$ cat config.mk
export PLATFORM = sky130hd
export DESIGN_NAME = cube_map_direction_to_uv
export DESIGN_NICKNAME = d
export VERILOG_FILES = /design/src/hw/rtl/cmuv_pkg.sv /design/src/hw/rtl/cmuv_classify.sv /design/src/hw/rtl/cmuv_div_step.sv /design/src/hw/rtl/cmuv_place.sv /design/src/hw/rtl/cube_map_direction_to_uv.sv
export VERILOG_INCLUDE_DIRS = /design/src /design/src/hw/rtl
export SDC_FILE = /design/constraint.sdc
export NUM_CORES = 2
export LEC_CHECK = 0
export BUFFER_PORTS_ARGS = -buffer_cell sky130_fd_sc_hd__buf_2
export CAP_MARGIN = 20
export CELL_PAD_IN_SITES_DETAIL_PLACEMENT = 0
export CELL_PAD_IN_SITES_GLOBAL_PLACEMENT = 1
export CORE_ASPECT_RATIO = 1.25
export CORE_MARGIN = 8
export CORE_UTILIZATION = 58
export CTS_CLUSTER_SIZE = 20
export DETAILED_ROUTE_END_ITERATION = 6
export GPL_TIMING_DRIVEN = 0
export PLACE_DENSITY_LB_ADDON = 0.1
export SYNTH_ARGS = -nofsm -noshare
export SYNTH_HDL_FRONTEND = slang
export SYNTH_HIERARCHICAL = 1
export SYNTH_SLANG_ARGS = --single-unit
$ cat constraint.sdc
create_clock -name clk -period 82 [get_ports clk]
set_clock_uncertainty 0.15 [all_clocks]
set_input_delay 16.4 -clock clk [delete_from_list [all_inputs] [get_ports clk]]
set_output_delay 16.4 -clock clk [all_outputs]
set_load 0.01 [all_outputs]
$ cat src/hw/rtl/cube_map_direction_to_uv_defines.svh
// ----------------------------------------------------------------------------
// Cube map direction to UV: assertion macros
// Property wrappers clocked on clk and disabled while arst_n is low.
// They are left empty when SYNTHESIS is defined.
// ----------------------------------------------------------------------------
`ifndef CUBE_MAP_DIRECTION_TO_UV_DEFINES_SVH
`define CUBE_MAP_DIRECTION_TO_UV_DEFINES_SVH
`ifndef SYNTHESIS
// same-cycle implication
`define CMUV_ASSERT_IMPL(lbl, ante, cons) \
	lbl: assert property (@(posedge clk) disable iff (!arst_n) (ante) |-> (cons)) \
		else $error("cube map pipeline check failed");
// next-cycle implication
`define CMUV_ASSERT_NEXT(lbl, ante, cons) \
	lbl: assert property (@(posedge clk) disable iff (!arst_n) (ante) |=> (cons)) \
		else $error("cube map pipeline check failed");
`else
`define CMUV_ASSERT_IMPL(lbl, ante, cons)
`define CMUV_ASSERT_NEXT(lbl, ante, cons)
`endif
`endif

$ cat src/hw/rtl/cmuv_pkg.sv
// ----------------------------------------------------------------------------
// Cube map direction to UV: shared package
// Widths, face and layout codes, in-flight item types and cross tile tables.
// ----------------------------------------------------------------------------
package cmuv_pkg;

	// field widths
	localparam int COMPONENT_BITS = 16;
	localparam int COORD_BITS     = 16;
	localparam int FACE_W         = 3;

	// numerator / denominator of the face divide: up to 2^COMPONENT_BITS
	localparam int DEN_W = COMPONENT_BITS + 1;

	// stream widths, padded to whole bytes
	localparam int IN_TDATA_W  = ((3 * COMPONENT_BITS + 7) / 8) * 8;
	localparam int OUT_TDATA_W = ((2 * COORD_BITS + FACE_W + 7) / 8) * 8;

	// divide by three as multiply by reciprocal: exact for x < 2^(COORD_BITS+2)
	localparam int X_W         = COORD_BITS + 2;
	localparam int RECIP_SHIFT = COORD_BITS + 4;
	localparam int RECIP_W     = COORD_BITS + 3;
	localparam int PROD_W      = X_W + RECIP_W;
	localparam logic [RECIP_W-1:0] RECIP3 =
		RECIP_W'(((64'd1 << RECIP_SHIFT) + 64'd2) / 64'd3);

	// face codes
	localparam logic [FACE_W-1:0] FACE_NEG_X = 3'd0;
	localparam logic [FACE_W-1:0] FACE_POS_X = 3'd1;
	localparam logic [FACE_W-1:0] FACE_NEG_Y = 3'd2;
	localparam logic [FACE_W-1:0] FACE_POS_Y = 3'd3;
	localparam logic [FACE_W-1:0] FACE_NEG_Z = 3'd4;
	localparam logic [FACE_W-1:0] FACE_POS_Z = 3'd5;

	// image layouts; the unused code behaves as the horizontal strip
	typedef enum logic [1:0] {
		LAYOUT_HSTRIP  = 2'd0,
		LAYOUT_VSTRIP  = 2'd1,
		LAYOUT_GRID3X4 = 2'd2
	} layout_t;

	// item in the divider chain
	typedef struct packed {
		logic                  zero;
		logic [FACE_W-1:0]     face;
		logic [DEN_W-1:0]      den;
		logic [DEN_W-1:0]      rem_u;
		logic [DEN_W-1:0]      rem_v;
		logic [COORD_BITS-1:0] quo_u;
		logic [COORD_BITS-1:0] quo_v;
	} div_item_t;

	// finished result
	typedef struct packed {
		logic                  zero;
		logic [FACE_W-1:0]     face;
		logic [COORD_BITS-1:0] v;
		logic [COORD_BITS-1:0] u;
	} coord_t;

	// cross layout tile column
	function automatic logic [1:0] cross_col(input logic [FACE_W-1:0] face);
		logic [1:0] col;
		unique case (face)
			FACE_NEG_X: col = 2'd0;
			FACE_POS_X: col = 2'd2;
			FACE_NEG_Y, FACE_POS_Y, FACE_NEG_Z, FACE_POS_Z: col = 2'd1;
			default:    col = 2'd0;
		endcase
		return col;
	endfunction

	// cross layout tile row
	function automatic logic [1:0] cross_row(input logic [FACE_W-1:0] face);
		logic [1:0] row;
		unique case (face)
			FACE_NEG_X, FACE_POS_X, FACE_POS_Z: row = 2'd1;
			FACE_NEG_Y: row = 2'd2;
			FACE_POS_Y: row = 2'd0;
			FACE_NEG_Z: row = 2'd3;
			default:    row = 2'd0;
		endcase
		return row;
	endfunction

endpackage

$ cat src/hw/rtl/cmuv_classify.sv
// ----------------------------------------------------------------------------
// Cube map direction to UV: major axis classification
// Two stages: magnitudes, then major axis, face, divide operands.
// ----------------------------------------------------------------------------
module cmuv_classify import cmuv_pkg::*; (
	input  logic                      clk,
	input  logic                      arst_n,
	input  logic                      ce,
	input  logic                      in_valid,
	input  logic [COMPONENT_BITS-1:0] dir_x,
	input  logic [COMPONENT_BITS-1:0] dir_y,
	input  logic [COMPONENT_BITS-1:0] dir_z,
	output logic                      out_valid,
	output div_item_t                 out_item
);

	logic [COMPONENT_BITS-1:0] mag_x, mag_y, mag_z;
	logic                      valid_s1;
	logic [COMPONENT_BITS-1:0] vx_s1, vy_s1, vz_s1;
	logic [COMPONENT_BITS-1:0] mx_s1, my_s1, mz_s1;

	logic                      sel_x, sel_y, major_neg;
	logic [COMPONENT_BITS-1:0] am, minor_a, minor_b;
	logic [DEN_W-1:0]          ext_a, ext_b, t_a, t_b;
	div_item_t                 item_d;
	logic                      valid_s2;
	div_item_t                 item_s2;

	// stage 1: magnitudes (full negative scale fits unsigned)
	assign mag_x = dir_x[COMPONENT_BITS-1] ? (~dir_x + 1'b1) : dir_x;
	assign mag_y = dir_y[COMPONENT_BITS-1] ? (~dir_y + 1'b1) : dir_y;
	assign mag_z = dir_z[COMPONENT_BITS-1] ? (~dir_z + 1'b1) : dir_z;

	always_ff @(posedge clk or negedge arst_n) begin
		if (!arst_n) begin
			valid_s1 <= 1'b0;
		end else if (ce) begin
			valid_s1 <= in_valid;
		end
	end

	always_ff @(posedge clk) begin
		if (ce) begin
			vx_s1 <= dir_x;
			vy_s1 <= dir_y;
			vz_s1 <= dir_z;
			mx_s1 <= mag_x;
			my_s1 <= mag_y;
			mz_s1 <= mag_z;
		end
	end

	// stage 2: major axis (ties to later axis), face, numerators
	always_comb begin
		sel_x = (mx_s1 > my_s1) && (mx_s1 > mz_s1);
		sel_y = !sel_x && (my_s1 > mz_s1);
		if (sel_x) begin
			major_neg   = vx_s1[COMPONENT_BITS-1];
			am          = mx_s1;
			minor_a     = vy_s1;
			minor_b     = vz_s1;
			item_d.face = major_neg ? FACE_NEG_X : FACE_POS_X;
		end else if (sel_y) begin
			major_neg   = vy_s1[COMPONENT_BITS-1];
			am          = my_s1;
			minor_a     = vz_s1;
			minor_b     = vx_s1;
			item_d.face = major_neg ? FACE_NEG_Y : FACE_POS_Y;
		end else begin
			major_neg   = vz_s1[COMPONENT_BITS-1];
			am          = mz_s1;
			minor_a     = vx_s1;
			minor_b     = vy_s1;
			item_d.face = major_neg ? FACE_NEG_Z : FACE_POS_Z;
		end

		// minor times sign of major, plus major magnitude: lands in [0, 2m]
		ext_a = {minor_a[COMPONENT_BITS-1], minor_a};
		ext_b = {minor_b[COMPONENT_BITS-1], minor_b};
		t_a   = major_neg ? (~ext_a + 1'b1) : ext_a;
		t_b   = major_neg ? (~ext_b + 1'b1) : ext_b;

		item_d.zero  = (mx_s1 == '0) && (my_s1 == '0) && (mz_s1 == '0);
		item_d.den   = {am, 1'b0};
		item_d.rem_u = t_a + {1'b0, am};
		item_d.rem_v = t_b + {1'b0, am};
		item_d.quo_u = '0;
		item_d.quo_v = '0;
	end

	always_ff @(posedge clk or negedge arst_n) begin
		if (!arst_n) begin
			valid_s2 <= 1'b0;
		end else if (ce) begin
			valid_s2 <= valid_s1;
		end
	end

	always_ff @(posedge clk) begin
		if (ce) begin
			item_s2 <= item_d;
		end
	end

	assign out_valid = valid_s2;
	assign out_item  = item_s2;

endmodule

$ cat src/hw/rtl/cmuv_div_step.sv
// ----------------------------------------------------------------------------
// Cube map direction to UV: restoring divide step
// One quotient bit for both face coordinates, registered.
// ----------------------------------------------------------------------------
module cmuv_div_step import cmuv_pkg::*; (
	input  logic      clk,
	input  logic      arst_n,
	input  logic      ce,
	input  logic      in_valid,
	input  div_item_t in_item,
	output logic      out_valid,
	output div_item_t out_item
);

	logic [DEN_W:0] r2_u, r2_v, den_x;
	logic           ge_u, ge_v;
	div_item_t      item_d;
	logic           valid_sn;
	div_item_t      item_sn;

	// shift, compare, subtract; remainder stays no greater than the divisor
	always_comb begin
		den_x = {1'b0, in_item.den};
		r2_u  = {in_item.rem_u, 1'b0};
		r2_v  = {in_item.rem_v, 1'b0};
		ge_u  = r2_u >= den_x;
		ge_v  = r2_v >= den_x;

		item_d       = in_item;
		item_d.rem_u = ge_u ? DEN_W'(r2_u - den_x) : r2_u[DEN_W-1:0];
		item_d.rem_v = ge_v ? DEN_W'(r2_v - den_x) : r2_v[DEN_W-1:0];
		item_d.quo_u = {in_item.quo_u[COORD_BITS-2:0], ge_u};
		item_d.quo_v = {in_item.quo_v[COORD_BITS-2:0], ge_v};
	end

	// stage register of this step
	always_ff @(posedge clk or negedge arst_n) begin
		if (!arst_n) begin
			valid_sn <= 1'b0;
		end else if (ce) begin
			valid_sn <= in_valid;
		end
	end

	always_ff @(posedge clk) begin
		if (ce) begin
			item_sn <= item_d;
		end
	end

	assign out_valid = valid_sn;
	assign out_item  = item_sn;

endmodule

$ cat src/hw/rtl/cmuv_place.sv
// ----------------------------------------------------------------------------
// Cube map direction to UV: tile placement
// Adds the tile offset and scales for the layout; one shared divide by
// three (reciprocal multiply) per item, then the final select.
// ----------------------------------------------------------------------------
module cmuv_place import cmuv_pkg::*; (
	input  logic      clk,
	input  logic      arst_n,
	input  logic      ce,
	input  logic      in_valid,
	input  div_item_t in_item,
	input  logic [1:0] layout,
	output logic      out_valid,
	output coord_t    out_coord
);

	logic [X_W-1:0]        x_op;
	logic [PROD_W-1:0]     prod;
	logic                  valid_s1;
	logic [PROD_W-1:0]     prod_s1;
	logic [COORD_BITS-1:0] fu_s1, fv_s1;
	logic [FACE_W-1:0]     face_s1;
	logic                  zero_s1;
	logic [1:0]            layout_s1;
	logic [COORD_BITS-1:0] q;
	coord_t                coord_d;
	logic                  valid_s2;
	coord_t                coord_s2;

	// stage 1: offset tile and multiply by the reciprocal of three
	always_comb begin
		case (layout)
			LAYOUT_VSTRIP:  x_op = X_W'({in_item.face, in_item.quo_v} >> 1);
			LAYOUT_GRID3X4: x_op = {cross_col(in_item.face), in_item.quo_u};
			default:        x_op = X_W'({in_item.face, in_item.quo_u} >> 1);
		endcase
		prod = PROD_W'(x_op) * PROD_W'(RECIP3);
	end

	always_ff @(posedge clk or negedge arst_n) begin
		if (!arst_n) begin
			valid_s1 <= 1'b0;
		end else if (ce) begin
			valid_s1 <= in_valid;
		end
	end

	always_ff @(posedge clk) begin
		if (ce) begin
			prod_s1   <= prod;
			fu_s1     <= in_item.quo_u;
			fv_s1     <= in_item.quo_v;
			face_s1   <= in_item.face;
			zero_s1   <= in_item.zero;
			layout_s1 <= layout;
		end
	end

	// stage 2: pick coordinates, clear for a zero vector
	always_comb begin
		q = prod_s1[RECIP_SHIFT +: COORD_BITS];
		case (layout_s1)
			LAYOUT_VSTRIP: begin
				coord_d.u = fu_s1;
				coord_d.v = q;
			end
			LAYOUT_GRID3X4: begin
				coord_d.u = q;
				coord_d.v = COORD_BITS'({cross_row(face_s1), fv_s1} >> 2);
			end
			default: begin
				coord_d.u = q;
				coord_d.v = fv_s1;
			end
		endcase
		coord_d.face = face_s1;
		coord_d.zero = zero_s1;
		if (zero_s1) begin
			coord_d.u    = '0;
			coord_d.v    = '0;
			coord_d.face = FACE_NEG_X;
		end
	end

	always_ff @(posedge clk or negedge arst_n) begin
		if (!arst_n) begin
			valid_s2 <= 1'b0;
		end else if (ce) begin
			valid_s2 <= valid_s1;
		end
	end

	always_ff @(posedge clk) begin
		if (ce) begin
			coord_s2 <= coord_d;
		end
	end

	assign out_valid = valid_s2;
	assign out_coord = coord_s2;

endmodule

$ cat src/hw/rtl/cube_map_direction_to_uv.sv
// ----------------------------------------------------------------------------
// Cube map direction to UV: top level
// Maps a direction vector to cube-map panorama texture coordinates.
// ----------------------------------------------------------------------------
// Usage:
//  s_* channel carries one direction per beat: dir_x, dir_y, dir_z, each a
//  signed Q1.15 component. m_* channel returns one result per input beat, in
//  order: tex_u, tex_v (unsigned Q0.16) and face_code in tdata, zero_vector
//  in tuser. cfg_wr_en/cfg_wr_data set face_layout (0 horizontal strip,
//  1 vertical strip, 2 cross); write it only while no beat is in flight.
//  On its way to m_tvalid an accepted beat passes two classification stages,
//  one restoring-divide stage per coordinate bit, two placement stages and
//  the output register. Throughput is one beat per cycle while s_tready is
//  high; the divider chain makes up most of the stages.
//  Reset clears every valid bit and sets face_layout to the horizontal strip;
//  no clearing pass is needed. When the receiver stalls, a skid register
//  takes one more result and then s_tready drops, freezing the pipeline
//  until the output drains; no beat is lost or repeated.
// ----------------------------------------------------------------------------
`include "cube_map_direction_to_uv_defines.svh"

module cube_map_direction_to_uv import cmuv_pkg::*; (
	input  logic                   clk,
	input  logic                   arst_n,
	// configuration
	input  logic                   cfg_wr_en,
	input  logic [1:0]             cfg_wr_data,  // face_layout
	// input stream
	input  logic                   s_tvalid,
	output logic                   s_tready,
	input  logic [IN_TDATA_W-1:0]  s_tdata,      // dir_x, dir_y, dir_z
	// output stream
	output logic                   m_tvalid,
	input  logic                   m_tready,
	output logic [OUT_TDATA_W-1:0] m_tdata,      // tex_u, tex_v, face_code, pad
	output logic [0:0]             m_tuser       // zero_vector
);

	logic [1:0] layout_q;
	logic       ce;
	logic       pipe_valid;
	coord_t     pipe_coord;
	logic       out_valid_q, skid_valid_q;
	coord_t     out_q, skid_q;

	logic      div_valid [COORD_BITS+1];
	div_item_t div_item  [COORD_BITS+1];

	// layout register
	always_ff @(posedge clk or negedge arst_n) begin
		if (!arst_n) begin
			layout_q <= LAYOUT_HSTRIP;
		end else if (cfg_wr_en) begin
			layout_q <= cfg_wr_data;
		end
	end

	// whole pipeline advances unless the skid holds a beat
	assign ce       = !skid_valid_q;
	assign s_tready = ce;

	cmuv_classify u_classify (
		.clk       (clk),
		.arst_n    (arst_n),
		.ce        (ce),
		.in_valid  (s_tvalid),
		.dir_x     (s_tdata[0 +: COMPONENT_BITS]),
		.dir_y     (s_tdata[COMPONENT_BITS +: COMPONENT_BITS]),
		.dir_z     (s_tdata[2*COMPONENT_BITS +: COMPONENT_BITS]),
		.out_valid (div_valid[0]),
		.out_item  (div_item[0])
	);

	// one divider stage per coordinate bit
	for (genvar g = 0; g < COORD_BITS; g++) begin : g_div
		cmuv_div_step u_step (
			.clk       (clk),
			.arst_n    (arst_n),
			.ce        (ce),
			.in_valid  (div_valid[g]),
			.in_item   (div_item[g]),
			.out_valid (div_valid[g+1]),
			.out_item  (div_item[g+1])
		);
	end

	cmuv_place u_place (
		.clk       (clk),
		.arst_n    (arst_n),
		.ce        (ce),
		.in_valid  (div_valid[COORD_BITS]),
		.in_item   (div_item[COORD_BITS]),
		.layout    (layout_q),
		.out_valid (pipe_valid),
		.out_coord (pipe_coord)
	);

	// output register with skid
	always_ff @(posedge clk or negedge arst_n) begin
		if (!arst_n) begin
			out_valid_q  <= 1'b0;
			skid_valid_q <= 1'b0;
		end else if (!out_valid_q || m_tready) begin
			if (skid_valid_q) begin
				out_valid_q  <= 1'b1;
				skid_valid_q <= 1'b0;
			end else begin
				out_valid_q <= pipe_valid;
			end
		end else if (pipe_valid && ce) begin
			skid_valid_q <= 1'b1;
		end
	end

	always_ff @(posedge clk) begin
		if (!out_valid_q || m_tready) begin
			out_q <= skid_valid_q ? skid_q : pipe_coord;
		end else if (pipe_valid && ce) begin
			skid_q <= pipe_coord;
		end
	end

	assign m_tvalid = out_valid_q;
	assign m_tdata  = OUT_TDATA_W'({out_q.face, out_q.v, out_q.u});
	assign m_tuser  = out_q.zero;

	// checks
	`CMUV_ASSERT_IMPL(a_skid_needs_out, skid_valid_q, out_valid_q)
	`CMUV_ASSERT_IMPL(a_skid_fill_on_stall, $rose(skid_valid_q), $past(out_valid_q && !m_tready))
	`CMUV_ASSERT_NEXT(a_skid_held_in_stall, skid_valid_q && !m_tready, skid_valid_q)
	`CMUV_ASSERT_IMPL(a_zero_clears, out_valid_q && out_q.zero, m_tdata == '0)

endmodule
==> results.json <==
{
  "status": "complete, but fails checks",
  "violations": "design-rule violations",
  "die_area_um2": 172000,
  "maxCapViolations": 0,
  "final_util_pct": 63.9,
  "cts_resized": 0,
  "first_pass_iters": 7,
  "ff2ff_path_depth": 24,
  "clk_latency_ps": 820,
  "antenna_found_initial": 1,
  "fill_cells": 12400,
  "avgViaCountPerCell": 5.98,
  "cts_root_buf": "clkbuf_16",
  "postCtsSetupRepairBufs": 0,
  "slew_viol_final": 0,
  "hold_start": "g_div[13].u_step/out_item[6]",
  "synth_cells": 7921,
  "cts_tree": "done",
  "place_congestion": 0.935,
  "critPathLaunchType": "flop",
  "rsz0062_at_grt": "false",
  "wl_um": 239000,
  "hold_ws_ps": 254,
  "rr_startpoint": "layout_q[0]",
  "finalCritPeriodShare_pct": 25.4,
  "pre_cts_ws_ps": 62010,
  "fin_ws_ps": 61180,
  "finalSetupViolCount": 0,
  "grt_usage_pct": 27.0,
  "hold_class": "flop to flop",
  "ys.warnings.count": 6,
  "dp_hpwl_um": 189000,
  "tightest_slew_ps": 1180,
  "coreArea_um2": 158000,
  "wl_per_cell_um": 23.0,
  "grt-ovfl-total": 0,
  "io_buffers": 92,
  "final_cell_mix": "edfxtp_1 (1410), ha_1 (788), inv_1 (664)",
  "row_count": 163,
  "postCtsHoldBufs": 0,
  "crit_type": "flop to output pin",
  "grt_pass1_wl_um": 363000,
  "cts_made_buffers": 150,
  "max_stage_delay_ps": 530,
  "final_common_cell": "edfxtp_1",
  "cpMostUsedCell": "buf_16",
  "worstPathRequired_ps": 65450,
  "die_y_um": 462,
  "whs_path_depth": 0,
  "fmax_mhz": 48.0,
  "fin_crit_ps": 20820,
  "drive_gt1_share_pct": 13.5,
  "die_width_um": 373,
  "worstPathArrival_ps": 4270,
  "area_growth_pct": 9.28,
  "end_kind": "output pin",
  "avgSynthCellArea_um2": 11.7,
  "grt_max_degree": 147,
  "r2r_end": "u_place/prod_s1[35]",
  "crit_slowest_cell": "buf_16",
  "crit_chain": "buf_6 > buf_6 > inv_8 > buf_16 > buf_16 > buf_16 > buf_16 > buf_2",
  "cts_buffer_depth": 3,
  "relSlewSlack_pct": 20.8,
  "hold_end": "g_div[14].u_step/out_item[7]",
  "start_util_pct": 58.4,
  "grt_pass1_vias": 62700,
  "drc_errors": 1,
  "crit_path_max_fanout": 146,
  "drt_iter0_drc": 4662,
  "nNetsFinal": 9179,
  "ant_nets": 0,
  "fin_setup_tns_ps": 0,
  "synth.cell_area_um2": 92400,
  "cts.clk_slew.worst_paths_ps": 60,
  "finalHoldViolCount": 0,
  "io_pins": 98,
  "cts.sinks": 1434,
  "vias": 62100,
  "reg2reg_slack_ps": 73830,
  "cts_max_level": 4
}
per-stage QoR:
step           area [um^2]  instances
2_1_floorplan        92400       7925
3_3_place_gp         95400      10100
3_5_place_dp         95900      10100
4_1_cts             101000      10400
5_1_grt             101000      10400
6_report            101000      10400
layout make-up:
cell class | count | area (um^2) | share of cell area [%]
clock inverter | 104 | 1220 | 1.21
clock buffer | 175 | 3870 | 3.83
multi-input combinational | 5649 | 45800 | 45.4
sequential | 1434 | 42900 | 42.5
inverter | 667 | 2510 | 2.49
timing repair buffer | 118 | 872 | 0.864
antenna | 1 | 2.50 | 0.00248
buffer | 175 | 1120 | 1.11
tap | 2062 | 2580 | 2.56
routing by layer:
metal	track usage, %	routed length, um	up-vias
li1	-	-	29900
met1	30.1	91200	30200
met2	51.4	127000	1422
met3	3.09	8420	467
met4	13.0	12500	0
met5	0	0	-
worst max-delay path, delay by kind of cell (launching register included):
kind	cells	cell delay, ps
buffers and inverters	8	2650
DFF	1	420
state kept, by name, indices dropped and copies added (netlist names), 2 cells and up:
signal	flops
u_classify/out_item	54
g_div.u_step/out_item	1101
u_classify/vy_s1	16
m_tdata	35
u_place/layout_s1	2
u_classify/my_s1	15
u_classify/mx_s1	15
u_place/fv_s1	16
g_div.u_step/out_valid	16
u_classify/vz_s1	16
skid_q	36
layout_q	2
u_place/face_s1	3
u_classify/vx_s1	16
u_place/prod_s1	16
u_classify/mz_s1	15
u_place/out_coord	36
u_place/fu_s1	16
how the worst max path moves through the flow:
stage,startpoint,end,slack (ps),depth (start not counted)
5_1_grt,skid_valid_q,s_tready,60930,8
3_3_place_gp,skid_valid_q,s_tready,25800,4
2_1_floorplan,skid_valid_q,s_tready,38520,3
6_report,skid_valid_q,s_tready,61180,8
4_1_cts,skid_valid_q,s_tready,61100,8
3_5_place_dp,skid_valid_q,s_tready,62010,8
Power is left out: the tool's default activity adds up to more than one toggle a clock period on the data nets, which glitch-free logic cannot reach.
